**config.mk**
```make
export PLATFORM = sky130hd
export DESIGN_NAME = rty_divider
export DESIGN_NICKNAME = d
export VERILOG_FILES = /design/src/sv/rty_pkg.sv /design/src/sv/rty_divider.sv
export SDC_FILE = /design/constraint.sdc
export NUM_CORES = 2
export LEC_CHECK = 0
export BUFFER_PORTS_ARGS = -buffer_cell sky130_fd_sc_hd__buf_2
export CORE_MARGIN = 2
export CORE_UTILIZATION = 64
export CTS_CLUSTER_SIZE = 28
export DETAILED_ROUTE_END_ITERATION = 16
export PLACE_DENSITY = 0.81
export SLEW_MARGIN = 20
export SYNTH_ARGS = -nofsm -noshare
export SYNTH_HDL_FRONTEND = slang
export SYNTH_SLANG_ARGS = --single-unit
```
**constraint.sdc**
```tcl
create_clock -name clk_i -period 5.98 [get_ports clk_i]
set_input_delay 1.794 -clock clk_i [delete_from_list [all_inputs] [get_ports clk_i]]
set_output_delay 1.794 -clock clk_i [all_outputs]
set_load 0.01 [all_outputs]
```
**src/sv/rty_pkg.sv**
```systemverilog
// Shared types and constants for the RGB to Y/Pb/Pr converter.
package rty_pkg;

  localparam int SAMPLE_BITS   = 16;
  localparam int FRACTION_BITS = 16;
  localparam int SCALE_BITS    = 16;
  localparam int OUT_BITS      = FRACTION_BITS + 1;
  localparam int COEF_BITS     = 21;
  localparam int DEN_BITS      = 36;
  localparam int NUM_BITS      = 38;
  localparam int Q_BITS        = OUT_BITS;
  localparam int N_BITS        = DEN_BITS + FRACTION_BITS + 2;
  localparam int D_BITS        = DEN_BITS + 1;
  localparam int MAT_STAGES    = 5;
  localparam int PIPE_STAGES   = MAT_STAGES + Q_BITS;

  localparam logic [SCALE_BITS-1:0] SCALE_RESET = SCALE_BITS'(255);
  localparam logic [SCALE_BITS-1:0] SAMPLE_MASK =
    SCALE_BITS'((64'd1 << SAMPLE_BITS) - 64'd1);
  localparam logic [DEN_BITS-1:0] COEF_ONE = DEN_BITS'(1000000);

  localparam logic signed [COEF_BITS-1:0] MAT [3][3] = '{
    '{ 21'sd299000,  21'sd587000,  21'sd114000},
    '{-21'sd168736, -21'sd331264,  21'sd500000},
    '{ 21'sd500000, -21'sd418688, -21'sd81312}
  };

  typedef logic [SCALE_BITS-1:0] sample_t;

  typedef struct packed {
    logic       over;
    logic       zero;
    logic [2:0] neg;
  } side_t;

endpackage

```
**src/sv/rty_divider.sv**
```systemverilog
// Pipelined restoring divider, one quotient bit per stage.
module rty_divider (
  input  logic                       clk_i,
  input  logic                       en_i,
  input  logic [rty_pkg::N_BITS-1:0] n_i,
  input  logic [rty_pkg::D_BITS-1:0] d_i,
  output logic [rty_pkg::Q_BITS-1:0] q_o
);
  import rty_pkg::*;

  logic [N_BITS-1:0] r_q [Q_BITS];
  logic [D_BITS-1:0] d_q [Q_BITS];
  logic [Q_BITS-1:0] q_q [Q_BITS];

  for (genvar g = 0; g < Q_BITS; g++) begin : g_stage
    localparam int B = Q_BITS - 1 - g;
    logic [N_BITS-1:0] src_r;
    logic [D_BITS-1:0] src_d;
    logic [Q_BITS-1:0] src_q;
    logic [N_BITS:0]   trial;

    if (g == 0) begin : g_first
      assign src_r = n_i;
      assign src_d = d_i;
      assign src_q = '0;
    end else begin : g_next
      assign src_r = r_q[g-1];
      assign src_d = d_q[g-1];
      assign src_q = q_q[g-1];
    end

    assign trial = {1'b0, src_r} - ((N_BITS + 1)'(src_d) << B);

    always_ff @(posedge clk_i) begin
      if (en_i) begin
        d_q[g] <= src_d;
        if (!trial[N_BITS]) begin
          r_q[g] <= trial[N_BITS-1:0];
          q_q[g] <= src_q | (Q_BITS'(1) << B);
        end else begin
          r_q[g] <= src_r;
          q_q[g] <= src_q;
        end
      end
    end
  end

  assign q_o = q_q[Q_BITS-1];

endmodule

```
==> impl_metrics.yaml <==
outcome:
  status: "complete, no violations"
yosys:
  syn-cell-area_sq_mm: 0.0924
  synthCells: 8685
  yosysTopAreaCellShare_pct: 52.3
  synth_cell_types: 114
  yosys.area.top_type: "edfxtp_1"
  ys.flop_type: "edfxtp_1"
  synth_area_leaders: "edfxtp_1, ha_1, o21ai_0"
  syn_area_per_cell_sq_um: 10.6
  seq_area_frac_synth_pct: 52.3
  synth_edf_count: 1609
  synth-warning-count: 0
  synth-seq-cells: 1609
  syn_nets: 9422
  async_flop_share_pct: 0
cts:
  cts_hold_buffers: 0
  worstSkewPairLatency_ps: 830
  cts_tree: "yes"
  htree_num_levels: 4
  postCtsResizedCells: 0
  path_clk_slew_ps: 60
  cts_root_buf: "clkbuf_16"
  numCtsBuffers: 170
  cts_sinks: 1609
  clk_path_buf_depth: 3
  postCtsSetupBuffers: 0
drt:
  antenna_left: 0
  post-route-drc-count: 0
  num_vias: 65407
  viasPerCell: 6.06
  dr.pass1.iters: 8
  routed_wl_um: 206000
  wire_per_inst_um: 19.1
  drt_iter0_markers: 4206
global_route:
  grt_use_met2_pct: 54.3
  grt_start_max_net_pins: 184
  grt_overflow: 0
  top_usage_layer: "met2"
  antenna_found_initial: 2
  grt_use_total_pct: 27.8
  grt_pass1_wl_um: 330000
  grtUsageMet1_pct: 27.3
  met3_usage_pct: 3.48
  grt_pass1_vias: 66545
cells_and_area:
  synthToLayoutAreaGrowth_pct: 8.75
  post-route-cell-area_sq_mm: 0.100
  final_cells: 10792
  antennaDiodeCount: 0
  drive_gt1_share_pct: 6.25
  nNetsFinal: 9490
sta:
  fin_crit_sh_pct: 79.2
  fmax_mhz: 211
  final.setup.worst_slack_ps: 1240
  rsz0062_at_grt: "false"
  drv_slew: 0
  final.setup.tns_ps: 0
  slew_headroom_pct: 11.5
  period_needed_ps: 4740
  tightestPinTransition_ps: 1320
  fin_worst_skew_ps: 51.7
  hold_viol_final: 0
  finalSetupViolCount: 0
placed_design:
  place_hpwl_um: 153000
  detailed_place.area_sq_mm: 0.0949
  placed_cells_incl_taps: 10484
  port_buffers: 109
  place.gp.congestion: 0.972
  pre_cts_slack_ps: 522
die:
  io_pins: 110
  start_util_pct: 64.4
  die-area_sq_mm: 0.147
  die_w_um: 384
  core_area_sq_mm: 0.143
  rows: 139
  die_h_um: 384
critical_path:
  r2r_slack_ps: 1240
  crit_path_end: "r_q[4][21]"
  cp-end-kind: "register"
  startpoint: "r_q[3][12]"
  startpoint_type: "register"
  r2r-end: "r_q[4][21]"
  r2r_cells: 16
  cp.arrival_ps: 5250
  critPathKind: "register to register"
  worstPathMaxFanout: 55
  reg2reg_from: "r_q[3][12]"
  required_ps: 6500
power:
  power_leakage_uw: 0.0402
  peakVddDrop_mv: 0.368
  power_density_mw_per_mm2: 490
min_path:
  hp-class: "register to register"
flow_run:
  cap_violations: 0
==> routing by layer <==
metal | part of all wire, % | wire [um]
met1 | 35 | 72200
met2 | 54 | 112000
met3 | 3.9 | 8060
met4 | 6.8 | 14100
met5 | 0 | 0
==> sequential cells by signal, indices dropped and copies added (netlist names) <==
name and cells:
d_q 592, q_q 153, r_q 864
==> cells in the final DEF, fill, tap and decap left out, drive strengths merged, types with 27 or more instances in the layout <==
| master | n |
|---|---|
| edfxtp | 1609 |
| nand2 | 902 |
| inv | 801 |
| o21ai | 754 |
| a21oi | 693 |
| ha | 628 |
| nor2 | 467 |
| a21o | 336 |
| xnor2 | 325 |
| xor2 | 315 |
| clkbuf | 207 |
| buf | 166 |
| nand3 | 128 |
| nor3 | 127 |
| nand4 | 103 |
| o21bai | 89 |
| nand2b | 82 |
| nor2b | 76 |
| o21a | 75 |
| clkinv | 72 |
| a31oi | 67 |
| and3 | 66 |
| a211oi | 64 |
| o31ai | 58 |
| o211ai | 58 |
| nor4 | 54 |
| or3 | 41 |
| mux2 | 33 |
| or2 | 33 |
| and2 | 30 |
| a31o | 27 |
==> layout make-up <==
cell class / count / area (sq um)
sequential: 1609 / 48300
inverter: 796 / 2990
timing repair buffer: 166 / 1150
tap: 1903 / 2380
fill: 10097 / 43000
multi-input combinational: 6010 / 40100
clock inverter: 101 / 1140
clock buffer: 207 / 4390
==> where the power goes <==
group	internal [uW]	switching, uW	leakage, uW
registers	16300	1570	0.0156
logic	8520	12400	0.0219
clock network	5940	4460	0.00266
==> cells in the mapped netlist, types with 103 or more instances <==
cell / instances
edfxtp_1: 1609
nand2_1: 902
inv_1: 789
o21ai_0: 735
a21oi_1: 692
ha_1: 628
nor2_1: 465
a21o_1: 336
xnor2_1: 325
xor2_1: 315
clkbuf_1: 214
nand3_1: 128
nor3_1: 124
nand4_1: 103
==> stage by stage <==
stage	power [uW]	utilization, %	hold slack (ps)
after CTS	49000	70.0	405
after global routing	52300	70.0	414
after floorplan	33400	-	400
final	49200	70.0	408
after detailed placement	38500	66.2	405
after global placement	37900	66.2	400
==> worst min-delay path by stage <==
stage	cells past startpoint	endpoint	from	slack, ps
6_report	0	r_q[1][6]	r_q[0][6]	410
3_5_place_dp	0	q_q[10][8]	q_q[9][8]	400
5_1_grt	0	r_q[12][1]	r_q[11][1]	410
4_1_cts	0	r_q[1][6]	r_q[0][6]	400
2_1_floorplan	0	q_q[10][10]	q_q[9][10]	400
3_3_place_gp	0	r_q[3][10]	r_q[2][10]	400
==> kinds of logic after synthesis <==
kind of cell	share of synthesized area, %
AND/OR/NAND/NOR	11.2
XOR/XNOR	6.07
AO/OA/AOI/OAI	16.7
buffers and inverters	4.41
multiplexers	0.456
flip-flops	52.3
adder cells (fa/ha/maj)	8.85
==> critical path: stages, from the launching register on <==
cell,delay (ps)
edfxtp_1,390
inv_1,70
ha_1,160
inv_1,60
fa_1,430
nand3_1,140
a211oi_1,100
o31ai_1,580
a211o_1,360
a31o_2,290
a21boi_0,100
o21ai_0,200
and2_1,170
buf_4,280
clkinv_2,650
nor2_1,290
a21oi_1,70
No activity file was read; power rests on OpenSTA's default activity.
