===== config.mk =====
export PLATFORM = sky130hd
export DESIGN_NAME = rty_matrix
export DESIGN_NICKNAME = d
export VERILOG_FILES = /design/src/sv/rty_pkg.sv /design/src/sv/rty_matrix.sv
export SDC_FILE = /design/constraint.sdc
export NUM_CORES = 2
export LEC_CHECK = 0
export BUFFER_PORTS_ARGS = -buffer_cell sky130_fd_sc_hd__buf_2
export CORE_UTILIZATION = 70
export CTS_CLUSTER_DIAMETER = 80
export DETAILED_ROUTE_END_ITERATION = 10
export GPL_TIMING_DRIVEN = 0
export PLACE_DENSITY_LB_ADDON = 0.2
export SLEW_MARGIN = 20
export SYNTH_ARGS = -nofsm -noshare
export SYNTH_HDL_FRONTEND = slang
export SYNTH_SLANG_ARGS = --single-unit

===== constraint.sdc =====
create_clock -name clk_i -period 14.3 [get_ports clk_i]
set_clock_uncertainty 0.2 [all_clocks]
set_input_delay 1.43 -clock clk_i [delete_from_list [all_inputs] [get_ports clk_i]]
set_output_delay 1.43 -clock clk_i [all_outputs]
set_load 0.02 [all_outputs]

===== src/sv/rty_pkg.sv =====
// Shared types and constants for the RGB to Y/Pb/Pr converter.
package rty_pkg;

  localparam int SAMPLE_BITS   = 16;
  localparam int FRACTION_BITS = 16;
  localparam int SCALE_BITS    = 16;
  localparam int OUT_BITS      = FRACTION_BITS + 1;
  localparam int COEF_BITS     = 21;
  localparam int DEN_BITS      = 36;
  localparam int NUM_BITS      = 38;
  localparam int Q_BITS        = OUT_BITS;
  localparam int N_BITS        = DEN_BITS + FRACTION_BITS + 2;
  localparam int D_BITS        = DEN_BITS + 1;
  localparam int MAT_STAGES    = 5;
  localparam int PIPE_STAGES   = MAT_STAGES + Q_BITS;

  localparam logic [SCALE_BITS-1:0] SCALE_RESET = SCALE_BITS'(255);
  localparam logic [SCALE_BITS-1:0] SAMPLE_MASK =
    SCALE_BITS'((64'd1 << SAMPLE_BITS) - 64'd1);
  localparam logic [DEN_BITS-1:0] COEF_ONE = DEN_BITS'(1000000);

  localparam logic signed [COEF_BITS-1:0] MAT [3][3] = '{
    '{ 21'sd299000,  21'sd587000,  21'sd114000},
    '{-21'sd168736, -21'sd331264,  21'sd500000},
    '{ 21'sd500000, -21'sd418688, -21'sd81312}
  };

  typedef logic [SCALE_BITS-1:0] sample_t;

  typedef struct packed {
    logic       over;
    logic       zero;
    logic [2:0] neg;
  } side_t;

endpackage


===== src/sv/rty_matrix.sv =====
// Clamp, BT.601 matrix, range clamp and divider operand setup (five stages).
module rty_matrix (
  input  logic                         clk_i,
  input  logic                         en_i,
  input  rty_pkg::sample_t             scale_i,
  input  rty_pkg::sample_t             red_i,
  input  rty_pkg::sample_t             green_i,
  input  rty_pkg::sample_t             blue_i,
  output logic [rty_pkg::N_BITS-1:0]   n_o [3],
  output logic [rty_pkg::D_BITS-1:0]   d_o,
  output rty_pkg::side_t               side_o
);
  import rty_pkg::*;

  sample_t                      samp_in [3];
  sample_t                      s1_d [3];
  sample_t                      s1_q [3];
  logic                         over1_d;
  logic [DEN_BITS-1:0]          den1_q, den2_q, den3_q, den4_q;
  logic                         over1_q, over2_q, over3_q, over4_q, over5_q;
  logic                         zero1_q, zero2_q, zero3_q, zero4_q, zero5_q;
  logic signed [NUM_BITS-1:0]   p2_q [3][3];
  logic signed [NUM_BITS-1:0]   num3_q [3];
  logic [DEN_BITS-1:0]          mag4_d [3];
  logic [DEN_BITS-1:0]          mag4_q [3];
  logic [2:0]                   neg4_d, neg4_q, neg5_q;
  logic [N_BITS-1:0]            n5_q [3];
  logic [D_BITS-1:0]            d5_q;

  always_comb begin
    samp_in[0] = red_i & SAMPLE_MASK;
    samp_in[1] = green_i & SAMPLE_MASK;
    samp_in[2] = blue_i & SAMPLE_MASK;
    over1_d = 1'b0;
    for (int i = 0; i < 3; i++) begin
      if (samp_in[i] > scale_i) begin
        s1_d[i] = scale_i;
        over1_d = 1'b1;
      end else begin
        s1_d[i] = samp_in[i];
      end
    end
  end

  always_comb begin
    logic [DEN_BITS-1:0]        hi;
    logic signed [NUM_BITS-1:0] hi_s, lo_s, c;
    for (int k = 0; k < 3; k++) begin
      hi   = (k == 0) ? den3_q : (den3_q >> 1);
      hi_s = $signed({2'b00, hi});
      lo_s = (k == 0) ? '0 : -hi_s;
      if (num3_q[k] > hi_s) c = hi_s;
      else if (num3_q[k] < lo_s) c = lo_s;
      else c = num3_q[k];
      neg4_d[k] = c[NUM_BITS-1];
      mag4_d[k] = neg4_d[k] ? DEN_BITS'(-c) : DEN_BITS'(c);
    end
  end

  always_ff @(posedge clk_i) begin
    if (en_i) begin
      s1_q    <= s1_d;
      over1_q <= over1_d;
      zero1_q <= (scale_i == '0);
      den1_q  <= COEF_ONE * DEN_BITS'(scale_i);

      for (int k = 0; k < 3; k++) begin
        for (int i = 0; i < 3; i++) begin
          p2_q[k][i] <= NUM_BITS'(MAT[k][i]) * NUM_BITS'($signed({1'b0, s1_q[i]}));
        end
      end
      den2_q  <= den1_q;
      over2_q <= over1_q;
      zero2_q <= zero1_q;

      for (int k = 0; k < 3; k++) begin
        num3_q[k] <= p2_q[k][0] + p2_q[k][1] + p2_q[k][2];
      end
      den3_q  <= den2_q;
      over3_q <= over2_q;
      zero3_q <= zero2_q;

      mag4_q  <= mag4_d;
      neg4_q  <= neg4_d;
      den4_q  <= den3_q;
      over4_q <= over3_q;
      zero4_q <= zero3_q;

      for (int k = 0; k < 3; k++) begin
        n5_q[k] <= (N_BITS'(mag4_q[k]) << (FRACTION_BITS + 1)) + N_BITS'(den4_q);
      end
      d5_q    <= D_BITS'(den4_q) << 1;
      neg5_q  <= neg4_q;
      over5_q <= over4_q;
      zero5_q <= zero4_q;
    end
  end

  assign n_o         = n5_q;
  assign d_o         = d5_q;
  assign side_o.over = over5_q;
  assign side_o.zero = zero5_q;
  assign side_o.neg  = neg5_q;

endmodule


==> impl_metrics.py <==
metrics = {
    "floorplan": {
        "die_width_um": 339,
        "coreArea_um2": 112000,
        "initial_core_util": 0.706,
        "die_area_um2": 115000,
        "fp.dieH_um": 339,
        "rows": 123,
        "io_pins": 270,
    },
    "synth": {
        "synthAdderAreaFrac": 0.413,
        "synthDistinctLibCells": 103,
        "ys_async_sr_fraction": 0,
        "synth_top_area_frac": 0.290,
        "syn_area_per_cell_um2": 11.1,
        "yosys.area.top_type": "edfxtp_1",
        "synth_compound_gate_area_share": 0.0905,
        "synth-xor-area-share": 0.0515,
        "synthFlopType": "edfxtp_1",
        "synth_cells": 7112,
        "ys_seq_area_frac": 0.290,
        "synth_area_leaders": "edfxtp_1 (29%), ha_1 (22%), fa_1 (19%), inv_1 (5.9%), xnor2_1 (4.1%)",
        "synth_edf_count": 765,
        "synth_mux_area_frac": 0.0128,
        "syn_area_um2": 79300,
        "yosysWarnings": 0,
        "ys_seq_elements": 765,
        "synth_top_family_by_area": "adder cells",
        "post_synth_and_or_nand_nor_area_fraction": 0.0732,
    },
    "placement": {
        "place_ws_ns": 3.54,
        "io_buffers": 243,
        "gp_congestion": 1.04,
        "place_hpwl_um": 205000,
    },
    "global_routing": {
        "grt_use_total": 0.452,
        "antenna_found_initial": 21,
        "grt.overflow.total": 0,
        "grt_pass1_wl_um": 380000,
        "grt_pass1_vias": 61075,
        "grt_max_degree": 113,
    },
    "detailed_routing": {
        "drtIter0Drc": 6189,
        "final_antenna_net_count": 0,
        "viasPerCell": 6.46,
        "drc": 6,
        "dr.pass1.iters": 11,
        "wl_um": 258000,
        "route.vias.total": 58479,
        "wl_per_cell_um": 28.5,
    },
    "sta": {
        "period_share": 0.764,
        "slew_headroom": 0.191,
        "hold_violations": 0,
        "setup_ws_ns": 3.37,
        "period_minus_slack_ns": 10.93,
        "whs_ns": 0.212,
        "max_clock_freq_mhz": 91.5,
        "setup-tns-final_ns": 0,
        "drv_slew": 0,
        "setup_viol_count_final": 0,
        "grt_setup_unrepaired": "false",
        "tightest_slew_ns": 1.21,
    },
    "setup_path": {
        "worstRegToRegCells": 25,
        "worstPathRequired_ns": 14.54,
        "worstSetupPathType": "reg -> reg",
        "r2r-end": "mag4_q[61]",
        "critPathLaunchType": "flip-flop",
        "rr_startpoint": "den3_q[7]",
        "worst-r2r-setup-slack_ns": 3.37,
        "cp-end-kind": "flip-flop",
        "path_max_fanout": 9,
        "cp.arrival_ns": 11.17,
    },
    "clock_tree": {
        "cts_tree": "yes",
        "clock-sinks": 765,
        "cts_resized": 0,
        "cts_hold_buf": 0,
        "post_cts_buffers": 0,
        "cts.clk_slew.worst_paths_ns": 0.07,
        "numCtsBuffers": 85,
        "clkLatencyLatePin_ns": 0.71,
        "cts-root-buf": "clkbuf_16",
        "clk_path_buf_depth": 3,
        "htree_levels": 3,
    },
    "worst_hold_path": {
        "holdCritStartpoint": "den2_q[21]",
        "hold_end": "den3_q[21]",
        "hold_depth": 0,
        "min_path_type": "reg -> reg",
    },
    "finish": {
        "area_delta_synth_final_pct": 8.31,
        "fillers": 6780,
        "layout-drive-gt1-share": 0.0858,
        "fin_nets": 9713,
    },
    "run": {
        "cap_violations": 0,
    },
    "outcome": {
        "status": "finished, violations left",
        "violations": "DRC",
    },
}
-- critical path, stage by stage, from the launching register on --
cell and delay (ns):
edfxtp_1 0.65, inv_1 0.57, ha_1 0.33, or4b_1 0.43, buf_2 0.16, or4_4 0.46
or3_1 0.33, buf_2 0.22, nor4_2 0.73, nand3_1 0.19, xnor2_1 0.58, inv_1 0.24
ha_1 0.35, a21o_1 0.19, a21o_1 0.18, a21o_1 0.18, a2111oi_1 0.69, o21ai_1 0.50
o21bai_1 0.87, a21oi_2 0.30, a211oi_1 0.76, nor4b_2 0.50, nand4b_1 0.25, nor2_2 0.29
a21oi_1 0.13, mux2_1 0.37
-- cells in the final DEF (no fill, tap or decap), types with 36 or more instances in the layout --
cell          n
clkbuf_16    86
nand2_1     241
o21bai_1     49
fa_1        757
ha_1       1409
a21oi_1     319
and3_1       54
nor2_1      297
nor3_1      107
a31oi_1      44
or3_1        37
buf_4        77
o21ai_0     191
xor2_1       94
inv_1      1246
o21a_1       62
buf_2       249
a211oi_1     40
mux2_2       78
o211ai_1     36
nand4_1      61
nand2b_1     50
edfxtp_1    765
nor2b_1      53
a21o_1      108
nand3_1     116
clkbuf_1     53
xnor2_1     369
-- worst max path at each step --
stage,from,slack [ns],depth (start not counted),end
finish,den3_q[7],3.37,25,mag4_q[61]
global route,den3_q[7],3.08,25,mag4_q[61]
CTS,den3_q[7],3.46,25,mag4_q[61]
detailed placement,den3_q[7],3.54,25,mag4_q[61]
global placement,en_i,0.25,1,d_o[9]
floorplan,den3_q[7],6.85,25,mag4_q[61]
-- state kept, by name (all words and copies together) (netlist names), 2 cells and up --
register  flops
num3_q       99
n_o          98
s1_q         48
den1_q       30
den3_q       30
den2_q       30
neg5_q        2
p2_q        261
den4_q       30
d_o          30
neg4_q        2
mag4_q       95
-- per-layer routing --
metal  routed length, um  vias to the layer above  global-route usage
li1                    -                    25272                   -
met1               89900                    28447               0.531
met2              112000                     3687               0.693
met3               26400                     1063               0.106
met4               28900                       10               0.407
met5                  61                        -                   0
-- logic make-up after synthesis --
kind of cell / Yosys count
compound gates: 1089
other cells: 1
simple gates: 1160
buf+inv: 1374
flops: 765
fa+ha+maj: 2166
xor+xnor: 466
mux: 91
-- stage by stage --
stage                     std cells   util  cell area [um2]
final                          9057  0.764            85900
after global routing           9051  0.764            85900
after CTS                      9048  0.764            85800
after detailed placement       8892  0.737            82800
after global placement         8880  0.734            82500
after floorplan                7137      -            79400
-- synthesized netlist by cell type, types with 8 or more instances --
| cell type | n |
|---|---|
| buf_4 | 76 |
| edfxtp_1 | 765 |
| mux2i_1 | 10 |
| or3_1 | 37 |
| and4_1 | 8 |
| o41ai_1 | 18 |
| o21bai_1 | 49 |
| a2111oi_0 | 11 |
| a21oi_1 | 319 |
| o31a_1 | 8 |
| nand3_1 | 116 |
| a211o_1 | 15 |
| nand2b_1 | 50 |
| nand2_1 | 241 |
| or4_1 | 9 |
| xnor2_1 | 372 |
| ha_1 | 1409 |
| inv_1 | 1246 |
| a31o_2 | 11 |
| o21ai_0 | 192 |
| clkbuf_1 | 44 |
| or2_2 | 29 |
| nor2_1 | 297 |
| nor2b_1 | 53 |
| a31oi_1 | 44 |
| mux2_2 | 78 |
| o21a_1 | 62 |
| fa_1 | 757 |
| nand4_1 | 61 |
| o211ai_1 | 36 |
| and2_1 | 24 |
| a211oi_1 | 40 |
| xor2_1 | 94 |
| nor3_1 | 107 |
| nor3b_1 | 9 |
| o41a_1 | 9 |
| a21boi_0 | 27 |
| nor4_1 | 32 |
| o31ai_1 | 28 |
| a21o_1 | 108 |
| and3_1 | 54 |
| a41oi_1 | 15 |
| a41o_1 | 8 |
| o21ai_1 | 8 |
-- area by class of cell --
class | instances | area (um2) | share of cell area
multi-input combinational | 4998 | 51000 | 0.594
antenna | 7 | 17.5 | 0.000204
inverter | 1247 | 4680 | 0.0545
clock inverter | 61 | 837 | 0.00975
timing repair buffer | 257 | 1530 | 0.0178
tap | 1500 | 1880 | 0.0219
clock buffer | 95 | 2190 | 0.0255
buffer | 127 | 777 | 0.00905
sequential | 765 | 23000 | 0.267
Power is not shown: default switching activity piles up to over one toggle a cycle in this logic, so the estimate is an artifact.
